<file path="src/rtl/arlp_pkg.sv">
// Shared types, character constants and small lookup functions for the
// HTTP action result line parser. No dependencies.
package arlp_pkg;

  localparam logic [3:0] PrefixLast = 4'd11;

  localparam logic [7:0] ChNul   = 8'h00;
  localparam logic [7:0] ChSpace = 8'h20;
  localparam logic [7:0] ChPlus  = 8'h2B;
  localparam logic [7:0] ChComma = 8'h2C;
  localparam logic [7:0] ChZero  = 8'h30;
  localparam logic [7:0] ChNine  = 8'h39;

  localparam logic [5:0] AsciiZero6 = 6'd48;

  typedef enum logic [4:0] {
    PH_SEARCH = 5'b00001,
    PH_SPACES = 5'b00010,
    PH_METHOD = 5'b00100,
    PH_STATUS = 5'b01000,
    PH_LENGTH = 5'b10000
  } phase_t;

  typedef struct packed {
    logic        prefix_found;
    logic [7:0]  method_code;
    logic        status_valid;
    logic [5:0]  status_hundreds;
    logic [5:0]  status_tens;
    logic [5:0]  status_ones;
    logic        length_valid;
    logic [31:0] response_length;
  } arlp_result_t;

  // "+HTTPACTION:"
  function automatic logic [7:0] prefix_char(input logic [3:0] idx);
    logic [7:0] ch;
    case (idx)
      4'd0:    ch = 8'h2B;
      4'd1:    ch = 8'h48;
      4'd2:    ch = 8'h54;
      4'd3:    ch = 8'h54;
      4'd4:    ch = 8'h50;
      4'd5:    ch = 8'h41;
      4'd6:    ch = 8'h43;
      4'd7:    ch = 8'h54;
      4'd8:    ch = 8'h49;
      4'd9:    ch = 8'h4F;
      4'd10:   ch = 8'h4E;
      4'd11:   ch = 8'h3A;
      default: ch = 8'h00;
    endcase
    return ch;
  endfunction

  // BCD of (k * (1000 - 2^32 mod 1000)) mod 1000: folds 32-bit wrap into the
  // running status residue.
  function automatic logic [11:0] wrap_fix_bcd(input logic [3:0] k);
    logic [11:0] v;
    case (k)
      4'd0:    v = 12'h000;
      4'd1:    v = 12'h704;
      4'd2:    v = 12'h408;
      4'd3:    v = 12'h112;
      4'd4:    v = 12'h816;
      4'd5:    v = 12'h520;
      4'd6:    v = 12'h224;
      4'd7:    v = 12'h928;
      4'd8:    v = 12'h632;
      4'd9:    v = 12'h336;
      default: v = 12'h000;
    endcase
    return v;
  endfunction

  // One BCD digit add; returns {carry, digit}.
  function automatic logic [4:0] bcd_digit_add(input logic [3:0] a, input logic [3:0] b,
                                               input logic cin);
    logic [4:0] s;
    s = {1'b0, a} + {1'b0, b} + {4'b0, cin};
    if (s >= 5'd10) begin
      s = s - 5'd10;
      return {1'b1, s[3:0]};
    end
    return {1'b0, s[3:0]};
  endfunction

endpackage

</file>
<file path="src/rtl/arlp_parse_core.sv">
// Per-byte parse state and its next-state logic, plus the result assembled
// from the state after the current byte. Depends on arlp_pkg.
module arlp_parse_core
  import arlp_pkg::*;
(
  input  logic         clk,
  input  logic         rst,
  input  logic         step,
  input  logic [7:0]   line_byte,
  input  logic         end_of_line,
  output arlp_result_t result
);

  logic [3:0]  match_pos, match_pos_next;
  phase_t      phase, phase_next;
  logic        run_open, run_open_next;
  logic [7:0]  method_val, method_val_next;
  logic [31:0] status_val, status_val_next;
  logic [11:0] status_bcd, status_bcd_next;
  logic [31:0] length_val, length_val_next;
  logic        string_ended, string_ended_next;

  logic        is_dig;
  logic        take;
  logic [3:0]  dig;
  logic [7:0]  method_mac;
  logic [35:0] status_mac;
  logic [31:0] length_mac;
  logic [11:0] fix;
  logic [11:0] shifted;
  logic [4:0]  sum_ones, sum_tens, sum_hund;
  logic [11:0] bcd_mac;
  logic        found, st_ok, len_ok;

  assign is_dig = (line_byte >= ChZero) && (line_byte <= ChNine);
  assign dig    = line_byte[3:0];
  assign take   = run_open && is_dig;

  assign method_mac = {method_val[4:0], 3'b0} + {method_val[6:0], 1'b0} + {4'b0, dig};
  assign status_mac = {1'b0, status_val, 3'b0} + {3'b0, status_val, 1'b0} + {32'b0, dig};
  assign length_mac = {length_val[28:0], 3'b0} + {length_val[30:0], 1'b0} + {28'b0, dig};

  // residue mod 1000 kept in BCD: shift in the digit, then correct for wrap
  assign fix      = wrap_fix_bcd(status_mac[35:32]);
  assign shifted  = {status_bcd[7:0], dig};
  assign sum_ones = bcd_digit_add(shifted[3:0], fix[3:0], 1'b0);
  assign sum_tens = bcd_digit_add(shifted[7:4], fix[7:4], sum_ones[4]);
  assign sum_hund = bcd_digit_add(shifted[11:8], fix[11:8], sum_tens[4]);
  assign bcd_mac  = {sum_hund[3:0], sum_tens[3:0], sum_ones[3:0]};

  always_comb begin
    match_pos_next    = match_pos;
    phase_next        = phase;
    run_open_next     = run_open;
    method_val_next   = method_val;
    status_val_next   = status_val;
    status_bcd_next   = status_bcd;
    length_val_next   = length_val;
    string_ended_next = string_ended;
    if (!string_ended) begin
      if (line_byte == ChNul) begin
        string_ended_next = 1'b1;
      end else begin
        unique case (phase)
          PH_SEARCH: begin
            if ((match_pos <= PrefixLast) && (line_byte == prefix_char(match_pos))) begin
              if (match_pos == PrefixLast) begin
                match_pos_next = 4'd0;
                phase_next     = PH_SPACES;
              end else begin
                match_pos_next = match_pos + 4'd1;
              end
            end else begin
              match_pos_next = (line_byte == ChPlus) ? 4'd1 : 4'd0;
            end
          end
          PH_SPACES, PH_METHOD: begin
            if (!((phase == PH_SPACES) && (line_byte == ChSpace))) begin
              phase_next = PH_METHOD;
              if (take) method_val_next = method_mac;
              else run_open_next = 1'b0;
              if (line_byte == ChComma) begin
                phase_next    = PH_STATUS;
                run_open_next = 1'b1;
              end
            end
          end
          PH_STATUS: begin
            if (take) begin
              status_val_next = status_mac[31:0];
              status_bcd_next = bcd_mac;
            end else begin
              run_open_next = 1'b0;
            end
            if (line_byte == ChComma) begin
              phase_next    = PH_LENGTH;
              run_open_next = 1'b1;
            end
          end
          PH_LENGTH: begin
            if (take) length_val_next = length_mac;
            else run_open_next = 1'b0;
          end
          default: phase_next = PH_SEARCH;
        endcase
      end
    end
  end

  assign found  = (phase_next != PH_SEARCH);
  assign st_ok  = (phase_next == PH_STATUS) || (phase_next == PH_LENGTH);
  assign len_ok = (phase_next == PH_LENGTH);

  always_comb begin
    result.prefix_found    = found;
    result.method_code     = found ? method_val_next : 8'd0;
    result.status_valid    = st_ok;
    result.status_hundreds = st_ok ? AsciiZero6 + {2'b0, status_bcd_next[11:8]} : 6'd0;
    result.status_tens     = st_ok ? AsciiZero6 + {2'b0, status_bcd_next[7:4]} : 6'd0;
    result.status_ones     = st_ok ? AsciiZero6 + {2'b0, status_bcd_next[3:0]} : 6'd0;
    result.length_valid    = len_ok;
    result.response_length = len_ok ? length_val_next : 32'd0;
  end

  always_ff @(posedge clk) begin
    if (rst || (step && end_of_line)) begin
      match_pos    <= 4'd0;
      phase        <= PH_SEARCH;
      run_open     <= 1'b1;
      method_val   <= 8'd0;
      status_val   <= 32'd0;
      status_bcd   <= 12'd0;
      length_val   <= 32'd0;
      string_ended <= 1'b0;
    end else if (step) begin
      match_pos    <= match_pos_next;
      phase        <= phase_next;
      run_open     <= run_open_next;
      method_val   <= method_val_next;
      status_val   <= status_val_next;
      status_bcd   <= status_bcd_next;
      length_val   <= length_val_next;
      string_ended <= string_ended_next;
    end
  end

endmodule

</file>
<file path="src/rtl/action_result_line_parser_unit.sv">
// Top level of the HTTP action result line parser: input register, parse core
// and result register. Depends on arlp_pkg and arlp_parse_core.
//
//   channel  handshake             payload
//   input    in_valid / in_ready   line_byte, end_of_line
//   output   out_valid / out_ready prefix_found .. response_length
//
// One request a cycle is taken while no last byte is stalled by a held result;
// a line's last byte is held in the input register, then parsed into the
// result register once the output is free, where its result becomes valid.
// The per-byte state update (a 36-bit multiply-by-ten add) bounds the clock.
// Synchronous reset clears both registers' valid flags and the parse state.
// A held result stalls only a pending last byte; other bytes keep flowing.
module action_result_line_parser_unit
  import arlp_pkg::*;
(
  input  logic        clk,
  input  logic        rst,
  input  logic        in_valid,
  output logic        in_ready,
  input  logic [7:0]  line_byte,
  input  logic        end_of_line,
  output logic        out_valid,
  input  logic        out_ready,
  output logic        prefix_found,
  output logic [7:0]  method_code,
  output logic        status_valid,
  output logic [5:0]  status_hundreds,
  output logic [5:0]  status_tens,
  output logic [5:0]  status_ones,
  output logic        length_valid,
  output logic [31:0] response_length
);

  logic         hold_valid;
  logic [7:0]   hold_byte;
  logic         hold_eol;
  logic         res_free;
  logic         step;
  arlp_result_t core_result;
  arlp_result_t result;

  assign res_free = !out_valid || out_ready;
  assign step     = hold_valid && (!hold_eol || res_free);
  assign in_ready = !hold_valid || step;

  always_ff @(posedge clk) begin
    if (rst) begin
      hold_valid <= 1'b0;
    end else if (in_valid && in_ready) begin
      hold_valid <= 1'b1;
    end else if (step) begin
      hold_valid <= 1'b0;
    end
  end

  always_ff @(posedge clk) begin
    if (in_valid && in_ready) begin
      hold_byte <= line_byte;
      hold_eol  <= end_of_line;
    end
  end

  arlp_parse_core u_core (
    .clk         (clk),
    .rst         (rst),
    .step        (step),
    .line_byte   (hold_byte),
    .end_of_line (hold_eol),
    .result      (core_result)
  );

  always_ff @(posedge clk) begin
    if (rst) begin
      out_valid <= 1'b0;
    end else if (step && hold_eol) begin
      out_valid <= 1'b1;
    end else if (out_ready) begin
      out_valid <= 1'b0;
    end
  end

  always_ff @(posedge clk) begin
    if (step && hold_eol) begin
      result <= core_result;
    end
  end

  assign prefix_found    = result.prefix_found;
  assign method_code     = result.method_code;
  assign status_valid    = result.status_valid;
  assign status_hundreds = result.status_hundreds;
  assign status_tens     = result.status_tens;
  assign status_ones     = result.status_ones;
  assign length_valid    = result.length_valid;
  assign response_length = result.response_length;

endmodule
</file>
<file path="config.mk">
export PLATFORM = sky130hd
export DESIGN_NAME = action_result_line_parser_unit
export DESIGN_NICKNAME = d
export VERILOG_FILES = /design/src/rtl/arlp_pkg.sv /design/src/rtl/arlp_parse_core.sv /design/src/rtl/action_result_line_parser_unit.sv
export SDC_FILE = /design/constraint.sdc
export NUM_CORES = 1
export LEC_CHECK = 0
export BUFFER_PORTS_ARGS = -buffer_cell sky130_fd_sc_hd__buf_2
export CORE_MARGIN = 2
export CORE_UTILIZATION = 60
export CTS_CLUSTER_SIZE = 8
export DETAILED_ROUTE_END_ITERATION = 8
export GPL_ROUTABILITY_DRIVEN = 0
export PLACE_DENSITY_LB_ADDON = 0.12
export SLEW_MARGIN = 10
export SYNTH_ARGS = -nofsm -noshare
export SYNTH_HDL_FRONTEND = slang
export SYNTH_HIERARCHICAL = 1
export SYNTH_SLANG_ARGS = --single-unit
export TNS_END_PERCENT = 100
</file>
<file path="constraint.sdc">
create_clock -name clk -period 15.8 [get_ports clk]
set_input_delay 1.58 -clock clk [delete_from_list [all_inputs] [get_ports clk]]
set_output_delay 1.58 -clock clk [all_outputs]
set_load 0.01 [all_outputs]
</file>
==> results of run 1 <==
==> power breakdown <==
group / total [mW] / internal, mW / switching (mW)
registers: 0.476 / 0.471 / 0.00547
clock network: 0.408 / 0.210 / 0.198
logic: 0.0382 / 0.0119 / 0.0262
total: 0.923 / 0.693 / 0.230
==> Yosys cell counts, types with 30 or more instances <==
cell type / count / area [um2]
nand3_1: 36 / 180
xnor2_1: 48 / 420
dfxtp_1: 104 / 2080
o21ai_0: 61 / 305
a21oi_1: 153 / 766
nor2_1: 94 / 353
a21o_1: 50 / 375
clkbuf_1: 47 / 176
edfxtp_1: 70 / 2100
inv_1: 45 / 169
nand2_1: 215 / 807
ha_1: 146 / 1830
xor2_1: 30 / 263
==> cell type report <==
type	instances	area, um2
Multi-Input combinational cell	1112	7640
Fill cell	1717	6800
Sequential cell	174	4180
Timing Repair Buffer	87	465
Clock buffer	17	425
Tap cell	270	338
Inverter	45	169
Clock inverter	15	144
==> stage by stage <==
step                total power [mW]  instance area, um2
detailed placement             0.524               12800
floorplan                      0.511               12300
finish                         0.923               13400
global placement               0.523               12800
global route                   0.956               13400
CTS                            0.932               13400
==> tightest hold or removal path: cells and delay by family (launching register included) <==
kind,cells,cell delay [ns]
flops,1,0.32
compound gates,1,0.06
simple gates,1,0.05
==> kinds of logic (layout without fill, tap and decap cells) <==
kind of cell | after synthesis | in the layout | share of synthesized area
simple gates | 458 | 458 | 0.170
compound gates | 388 | 388 | 0.200
flops | 174 | 174 | 0.340
fa+ha+maj | 157 | 157 | 0.166
buf+inv | 114 | 164 | 0.0402
xor+xnor | 80 | 80 | 0.0591
mux | 29 | 29 | 0.0237
==> worst paths after layout <==
path,endpoint,from
worst max-delay path,u_core/status_bcd[10],hold_byte[3]
worst min-delay path,u_core/status_bcd[9],u_core/status_bcd[9]
worst max register to register,u_core/status_bcd[10],hold_byte[3]
worst min register to register,u_core/status_bcd[9],u_core/status_bcd[9]
==> state kept, by name, summed over array words and instances, names as in the netlist, named ones only <==
name and flops:
prefix_found 1, u_core/match_pos 4, u_core/length_val 32, u_core/phase 5, response_length 32, hold_byte 8
u_core/method_val 8, status_hundreds 6, u_core/string_ended 1, hold_valid 1, length_valid 1, status_tens 6
u_core/status_bcd 12, u_core/run_open 1, out_valid 1, status_valid 1, method_code 8, u_core/status_val 32
status_ones 6, hold_eol 1
==> cell usage in the layout (no fill, tap or decap), types with 5 or more instances in the layout <==
cell,count
buf_4,12
clkbuf_16,17
inv_8,6
nor3_1,25
edfxtp_1,70
a211oi_1,29
and3_1,7
nor4_1,6
o21a_1,10
nand3b_1,6
nor2_1,92
a31oi_1,12
inv_1,45
o21ai_0,61
xnor2_1,48
mux2i_1,28
o21ai_1,5
and2_1,8
ha_1,146
o22ai_1,5
nand3_1,36
dfxtp_1,104
nand4_1,14
nand2b_1,13
o211ai_1,7
a21o_1,49
nand2_1,215
o21bai_1,6
xor2_1,30
a21oi_1,153
buf_2,75
fa_1,11
==> routing by layer <==
metal	track usage	share of wire	up-vias
li1	-	-	5142
met1	0.355	0.48	4836
met2	0.412	0.46	257
met3	0.0345	0.046	40
met4	0.0774	0.018	0
met5	0	0	-
==> results.md, run 1 <==
* Status: finished, final reports clean
* Count of different cell masters after synthesis at 84
* Max_cap viols at 0
* CP peak stage delay at between 0.6 and 0.7 ns
* Boundary Pins at 76
* Routed Antenna Nets at 0
* WP data arrival at 10.00 ns
* Clock transition at path regs at 0.07 ns
* Synth Flop Type: dfxtp_1
* Crit path buffers/inverters at 7
* Final hold vios at 0
* H-tree Lvls at 4
* Hold_ws at roughly 0.47 ns
* Worst slew margin relative to its limit at 0.438
* Number of synthesized flops with an enable pin at 70
* Final setup skew at 0.0113 ns
* Vias per std cell at between 5 and 6
* Iteration-0 DRC Markers at 651
* CTS sink cnt at 174
* Crit Path Category: flop to flop
* Die Wd at 147 um
* Leakage at 6.03 nW
* DP HPWL at 19700 um
* Sequential area share after synthesis at 0.340
* Worst setup margin at 6.15 ns
* Max Buffers Root-to-Sink at 2
* Slew @ Worst Pin at 0.843 ns
* Die H at 147 um
* Starting Density at 0.610
* Nets at 1607
* Worst-path fanout max at 7
* Largest net degree at the start of global routing at 73
* CTS tree: built
* Slowest CP cell: a221oi_1
* Core Footprint at 20200 um2
* Mapped Avg Cell Area at 8.78 um2
* Layout area overhead at 8.68%
* Vias at 10275
* R2R depth at 39
* CTS Buf Count at 17
* Fmax at 104 MHz
* Postcts setup bufs at 0
* Clk_lat worst skew at ~0.43 ns
* Number of setup violations in the final report at 0
* Share of cells above drive strength 1 at 0.104
* Hold crit path type: flop to flop
* First-pass GRT wire length at approximately 46000 um
* Placed cell count at approximately 1700
* Power Density at 69.1 nW/um2
* Hold buffers post-CTS at 0
* Instance count of the mapped netlist at 1400
* Gr ovfl total at 0
* Remaining DRCs at 0
* Root buffer cell: clkbuf_16
* Post-Syn Area at 12300 um2
* Setup crit end kind: flop
* DR pass1 iterations at 5
* Required @ worst endpoint at roughly 16 ns
* Die ar. at 21700 um2
* Gr usage total at 0.254
* Final max-slew violation count at 0
* Initial antenna violation count at 0
* PostCTS Resize Cnt at 0
* Drt wl/cell at 16.0 um
* Vias in the first global route at between 9000 and 10000
* Tmin final at 9.65 ns
* Net Count, Synth at 1570
* Crit. path cell count at 39
* Placement Setup Slack at between 6 and 7 ns
* Post-synthesis register bit count at 174
* # rows at 52
* Cell family with most CP delay: adder cells
* Number of non-filler instances in the completed layout at 1720
* Worst hold path stage count at 2
* Reg2reg setup slack at 6.15 ns
* YS warnings at 6
* I/O Buffers at 75
* Startpoint Class: flop
* Setup total negative slack at 0 ns
* Layout Utilization at 0.663
* Final period util at 0.611
* VDD IR max at approximately 0.000067 V
* RSZ-0062 raised after global routing: false
* Drt total wl at 27500 um
* Asr flop ratio synth at 0
* Ant. Diodes at 0
Note: power is estimated with default switching activity, not from simulation.
==> run 2: changes to the inputs <==
--- a/config.mk
+++ b/config.mk
@@ -5,6 +5,7 @@
 export SDC_FILE = /design/constraint.sdc
 export NUM_CORES = 1
 export LEC_CHECK = 0
+export ABC_AREA = 1
 export BUFFER_PORTS_ARGS = -buffer_cell sky130_fd_sc_hd__buf_2
 export CORE_MARGIN = 2
 export CORE_UTILIZATION = 60
==> constraint.sdc (replaced) <==
create_clock -name clk -period 9.55 [get_ports clk]
set_input_delay 0.955 -clock clk [delete_from_list [all_inputs] [get_ports clk]]
set_output_delay 0.955 -clock clk [all_outputs]
set_load 0.01 [all_outputs]
==> run 2 against run 1 <==
Effect of this change: critical path depth is 10 higher; final cell count is 26% higher; sequential share of layout area is 2.0 points lower; global-route usage is 2.4 points higher; count of clock-buffer cells in the layout stayed put; critical path type unchanged; critical endpoint is now status_hundreds[3]; largest cell class unchanged.
==> results.md, run 2 <==
* Status: finished, final reports clean
* DR pass1 iterations at 7 (+2)
* Worst slew margin relative to its limit at 0.281 (-0.156)
* Fmax at 115 MHz (+11%)
* Share of cells above drive strength 1 at 0.0859 (-0.0183)
* VDD IR max at 0.0000845 V (+26%)
* Root buffer cell: clkbuf_16
* Instance count of the mapped netlist at 1826 (+30%)
* Max_cap viols at 0 (unchanged)
* Post-Synth XOR/XNOR Area at 0.0291 (-0.0300)
* CTS Buf Count at 17 (unchanged)
* Postcts setup bufs at 0 (unchanged)
* Gr ovfl total at 0 (unchanged)
* Max Buffers Root-to-Sink at 2 (unchanged)
* Largest net degree at the start of global routing at 83 (+14%)
* Crit Path Category: flop to flop
* Leakage at 7.25 nW (+20%)
* Sequential area share after synthesis at 0.316 (-0.0239)
* WP data arrival at 8.85 ns (-1.15 ns)
* Drt total wl at 32300 um (+17%)
* Placed cell count at 2135 (+26%)
* Layout area overhead at 7.99%
* Adder-Cell Fraction of Synth Area at 0.155 (-0.0117)
* Post-Syn Area at 13200 um2 (+7.6%)
* Commonest cells after routing, fill and taps aside: 444 x nand2_1, 237 x inv_1, 162 x a21oi_1, 160 x nor2_1, 146 x ha_1
* Die H at 152 um (+3.6%)
* Core Footprint at 21800 um2 (+7.9%)
* Iteration-0 DRC Markers at 650 (-0.15%)
* Setup total negative slack at 0 ns (unchanged)
* Number of synthesized flops with an enable pin at 70 (unchanged)
* Nets at 2044 (+27%)
* RSZ-0062 raised after global routing: false
* Vias per std cell at 5.60 (-6.2%)
* Hold crit path type: flop to flop
* Area share of and/or/nand/nor cells after synthesis at 0.264 (+0.0940)
* Drt wl/cell at 14.9 um (-6.9%)
* CP peak stage delay at 0.59 ns (-0.10 ns)
* Count leader, synth: nand2_1
* Remaining DRCs at 0 (unchanged)
* Startpoint Class: flop
* Initial antenna violation count at 0 (unchanged)
* Die Wd at 152 um (+3.6%)
* Routed Antenna Nets at 0 (unchanged)
* H-tree Lvls at 4 (unchanged)
* Count of different cell masters after synthesis at 53 (-37%)
* Most common library cell in the layout ignoring fill and taps: nand2_1
* Layout Utilization at 0.657 (-0.00599)
* # fillers at 2000 (+16%)
* Synth Flop Type: dfxtp_1
* Final setup skew at 0.0123 ns (+0.00105 ns)
* Required @ worst endpoint at 9.71 ns (-6.43 ns)
* Clk_lat worst skew at 0.43 ns (about the same)
* Final hold vios at 0 (unchanged)
* Number of setup violations in the final report at 0 (unchanged)
* Power Density at 119 nW/um2 (+73%)
* Ant. Diodes at 0 (unchanged)
* Net Count, Synth at 1996 (+27%)
* Post-synthesis mux area share at 0.00378 (-0.0199)
* Final max-slew violation count at 0 (unchanged)
* I/O Buffers at 75 (unchanged)
* CTS sink cnt at 174 (unchanged)
* Worst-path fanout max at 8 (+1)
* Setup crit end kind: flop
* Cell mode on critical path: nand2_1
* Tmin final at 8.70 ns (-0.957 ns)
* Number of non-filler instances in the completed layout at 2167 (+26%)
* Post-synthesis compound-gate area fraction at 0.142 (-0.0577)
* # rows at 54 (+3.8%)
* Starting Density at 0.608 (-0.00168)
* DP HPWL at 24000 um (+22%)
* Asr flop ratio synth at 0 (unchanged)
* Dominant cells by area after synthesis: edfxtp_1 16%, dfxtp_1 16%, ha_1 14%
* Combinational family with the most area after synthesis: simple AND/OR/NAND/NOR gates
* Die ar. at 23300 um2 (+7.4%)
* Post-synth top area cell: edfxtp_1
* Vias at 12139 (+18%)
* Gr usage total at 0.278 (+0.0243)
* Clock transition at path regs at 0.07 ns (about the same)
* Slew @ Worst Pin at 1.08 ns (+0.232 ns)
* Final period util at 0.911 (+0.300)
* PostCTS Resize Cnt at 0 (unchanged)
* Mapped Avg Cell Area at 7.24 um2 (-18%)
* Placement Setup Slack at 1.01 ns (-5.16 ns)
* Worst setup margin at 0.854 ns (-5.29 ns)
* Top-area cell type share of the netlist area at 0.159 (-0.0120)
* Post-synthesis register bit count at 174 (unchanged)
* First-pass GRT wire length at 54100 um (+19%)
* Hold buffers post-CTS at 0 (unchanged)
* Slowest CP cell: edfxtp_1
* Total power at 1.70 mW (+85%)
* YS warnings at 6 (unchanged)
* Boundary Pins at 76 (unchanged)
* CTS tree: built
* Most frequent cells after synthesis: 444 x nand2_1, 239 x inv_1, 162 x a21oi_1
* Vias in the first global route at 11639 (+23%)
[run 2: cells by family (layout without fill, tap and decap cells)]
family | Yosys count | count (layout)
compound gates | 339 | 339
fa+ha+maj | 157 | 157
simple gates | 812 | 812
flops | 174 | 174
mux | 5 | 5
buf+inv | 295 | 356
xor+xnor | 44 | 44
[run 2: final cells by class]
cell class | count | area [um2] | share of cell area
inverter | 245 | 920 | 0.0644
clock inverter | 15 | 131 | 0.00920
clock buffer | 17 | 425 | 0.0298
sequential | 174 | 4180 | 0.293
multi-input combinational | 1357 | 7870 | 0.551
timing repair buffer | 79 | 405 | 0.0284
tap | 280 | 350 | 0.0245
[run 2: through the flow]
step	area, um2	hold WS, ns
2_1_floorplan	13200	0.445
3_3_place_gp	13700	0.454
3_5_place_dp	13700	0.459
4_1_cts	14300	0.470
5_1_grt	14300	0.496
6_report	14300	0.470
[run 2: power by group]
group	internal [mW]	switching, mW	total, mW
clock	0.343	0.330	0.673
combinational	0.0759	0.133	0.209
sequential	0.798	0.0239	0.822
total	1.22	0.487	1.70
[run 2: critical path: cells and delay by family (launching register included)]
kind / cells / cell delay [ns]
fa+ha+maj: 11 / 3.63
simple gates: 19 / 2.06
buf+inv: 11 / 1.04
compound gates: 6 / 0.65
flops: 1 / 0.59
xor+xnor: 2 / 0.44
[run 2: routing by layer]
metal	vias to the layer above	wire (um)	global-route usage
met5	-	0	0
met4	0	900	0.0992
met3	61	1600	0.0384
met2	358	15700	0.492
met1	5592	14000	0.348
li1	6128	-	-
[run 2: worst paths after layout]
kind                                       startpoint  slack [ns]               endpoint  depth (start not counted)
worst max-delay path                     hold_byte[3]        0.85     status_hundreds[3]                         49
worst min-delay path            u_core/status_bcd[10]        0.47  u_core/status_bcd[10]                          2
worst max register to register           hold_byte[3]        0.85     status_hundreds[3]                         49
worst min register to register  u_core/status_bcd[10]        0.47  u_core/status_bcd[10]                          2
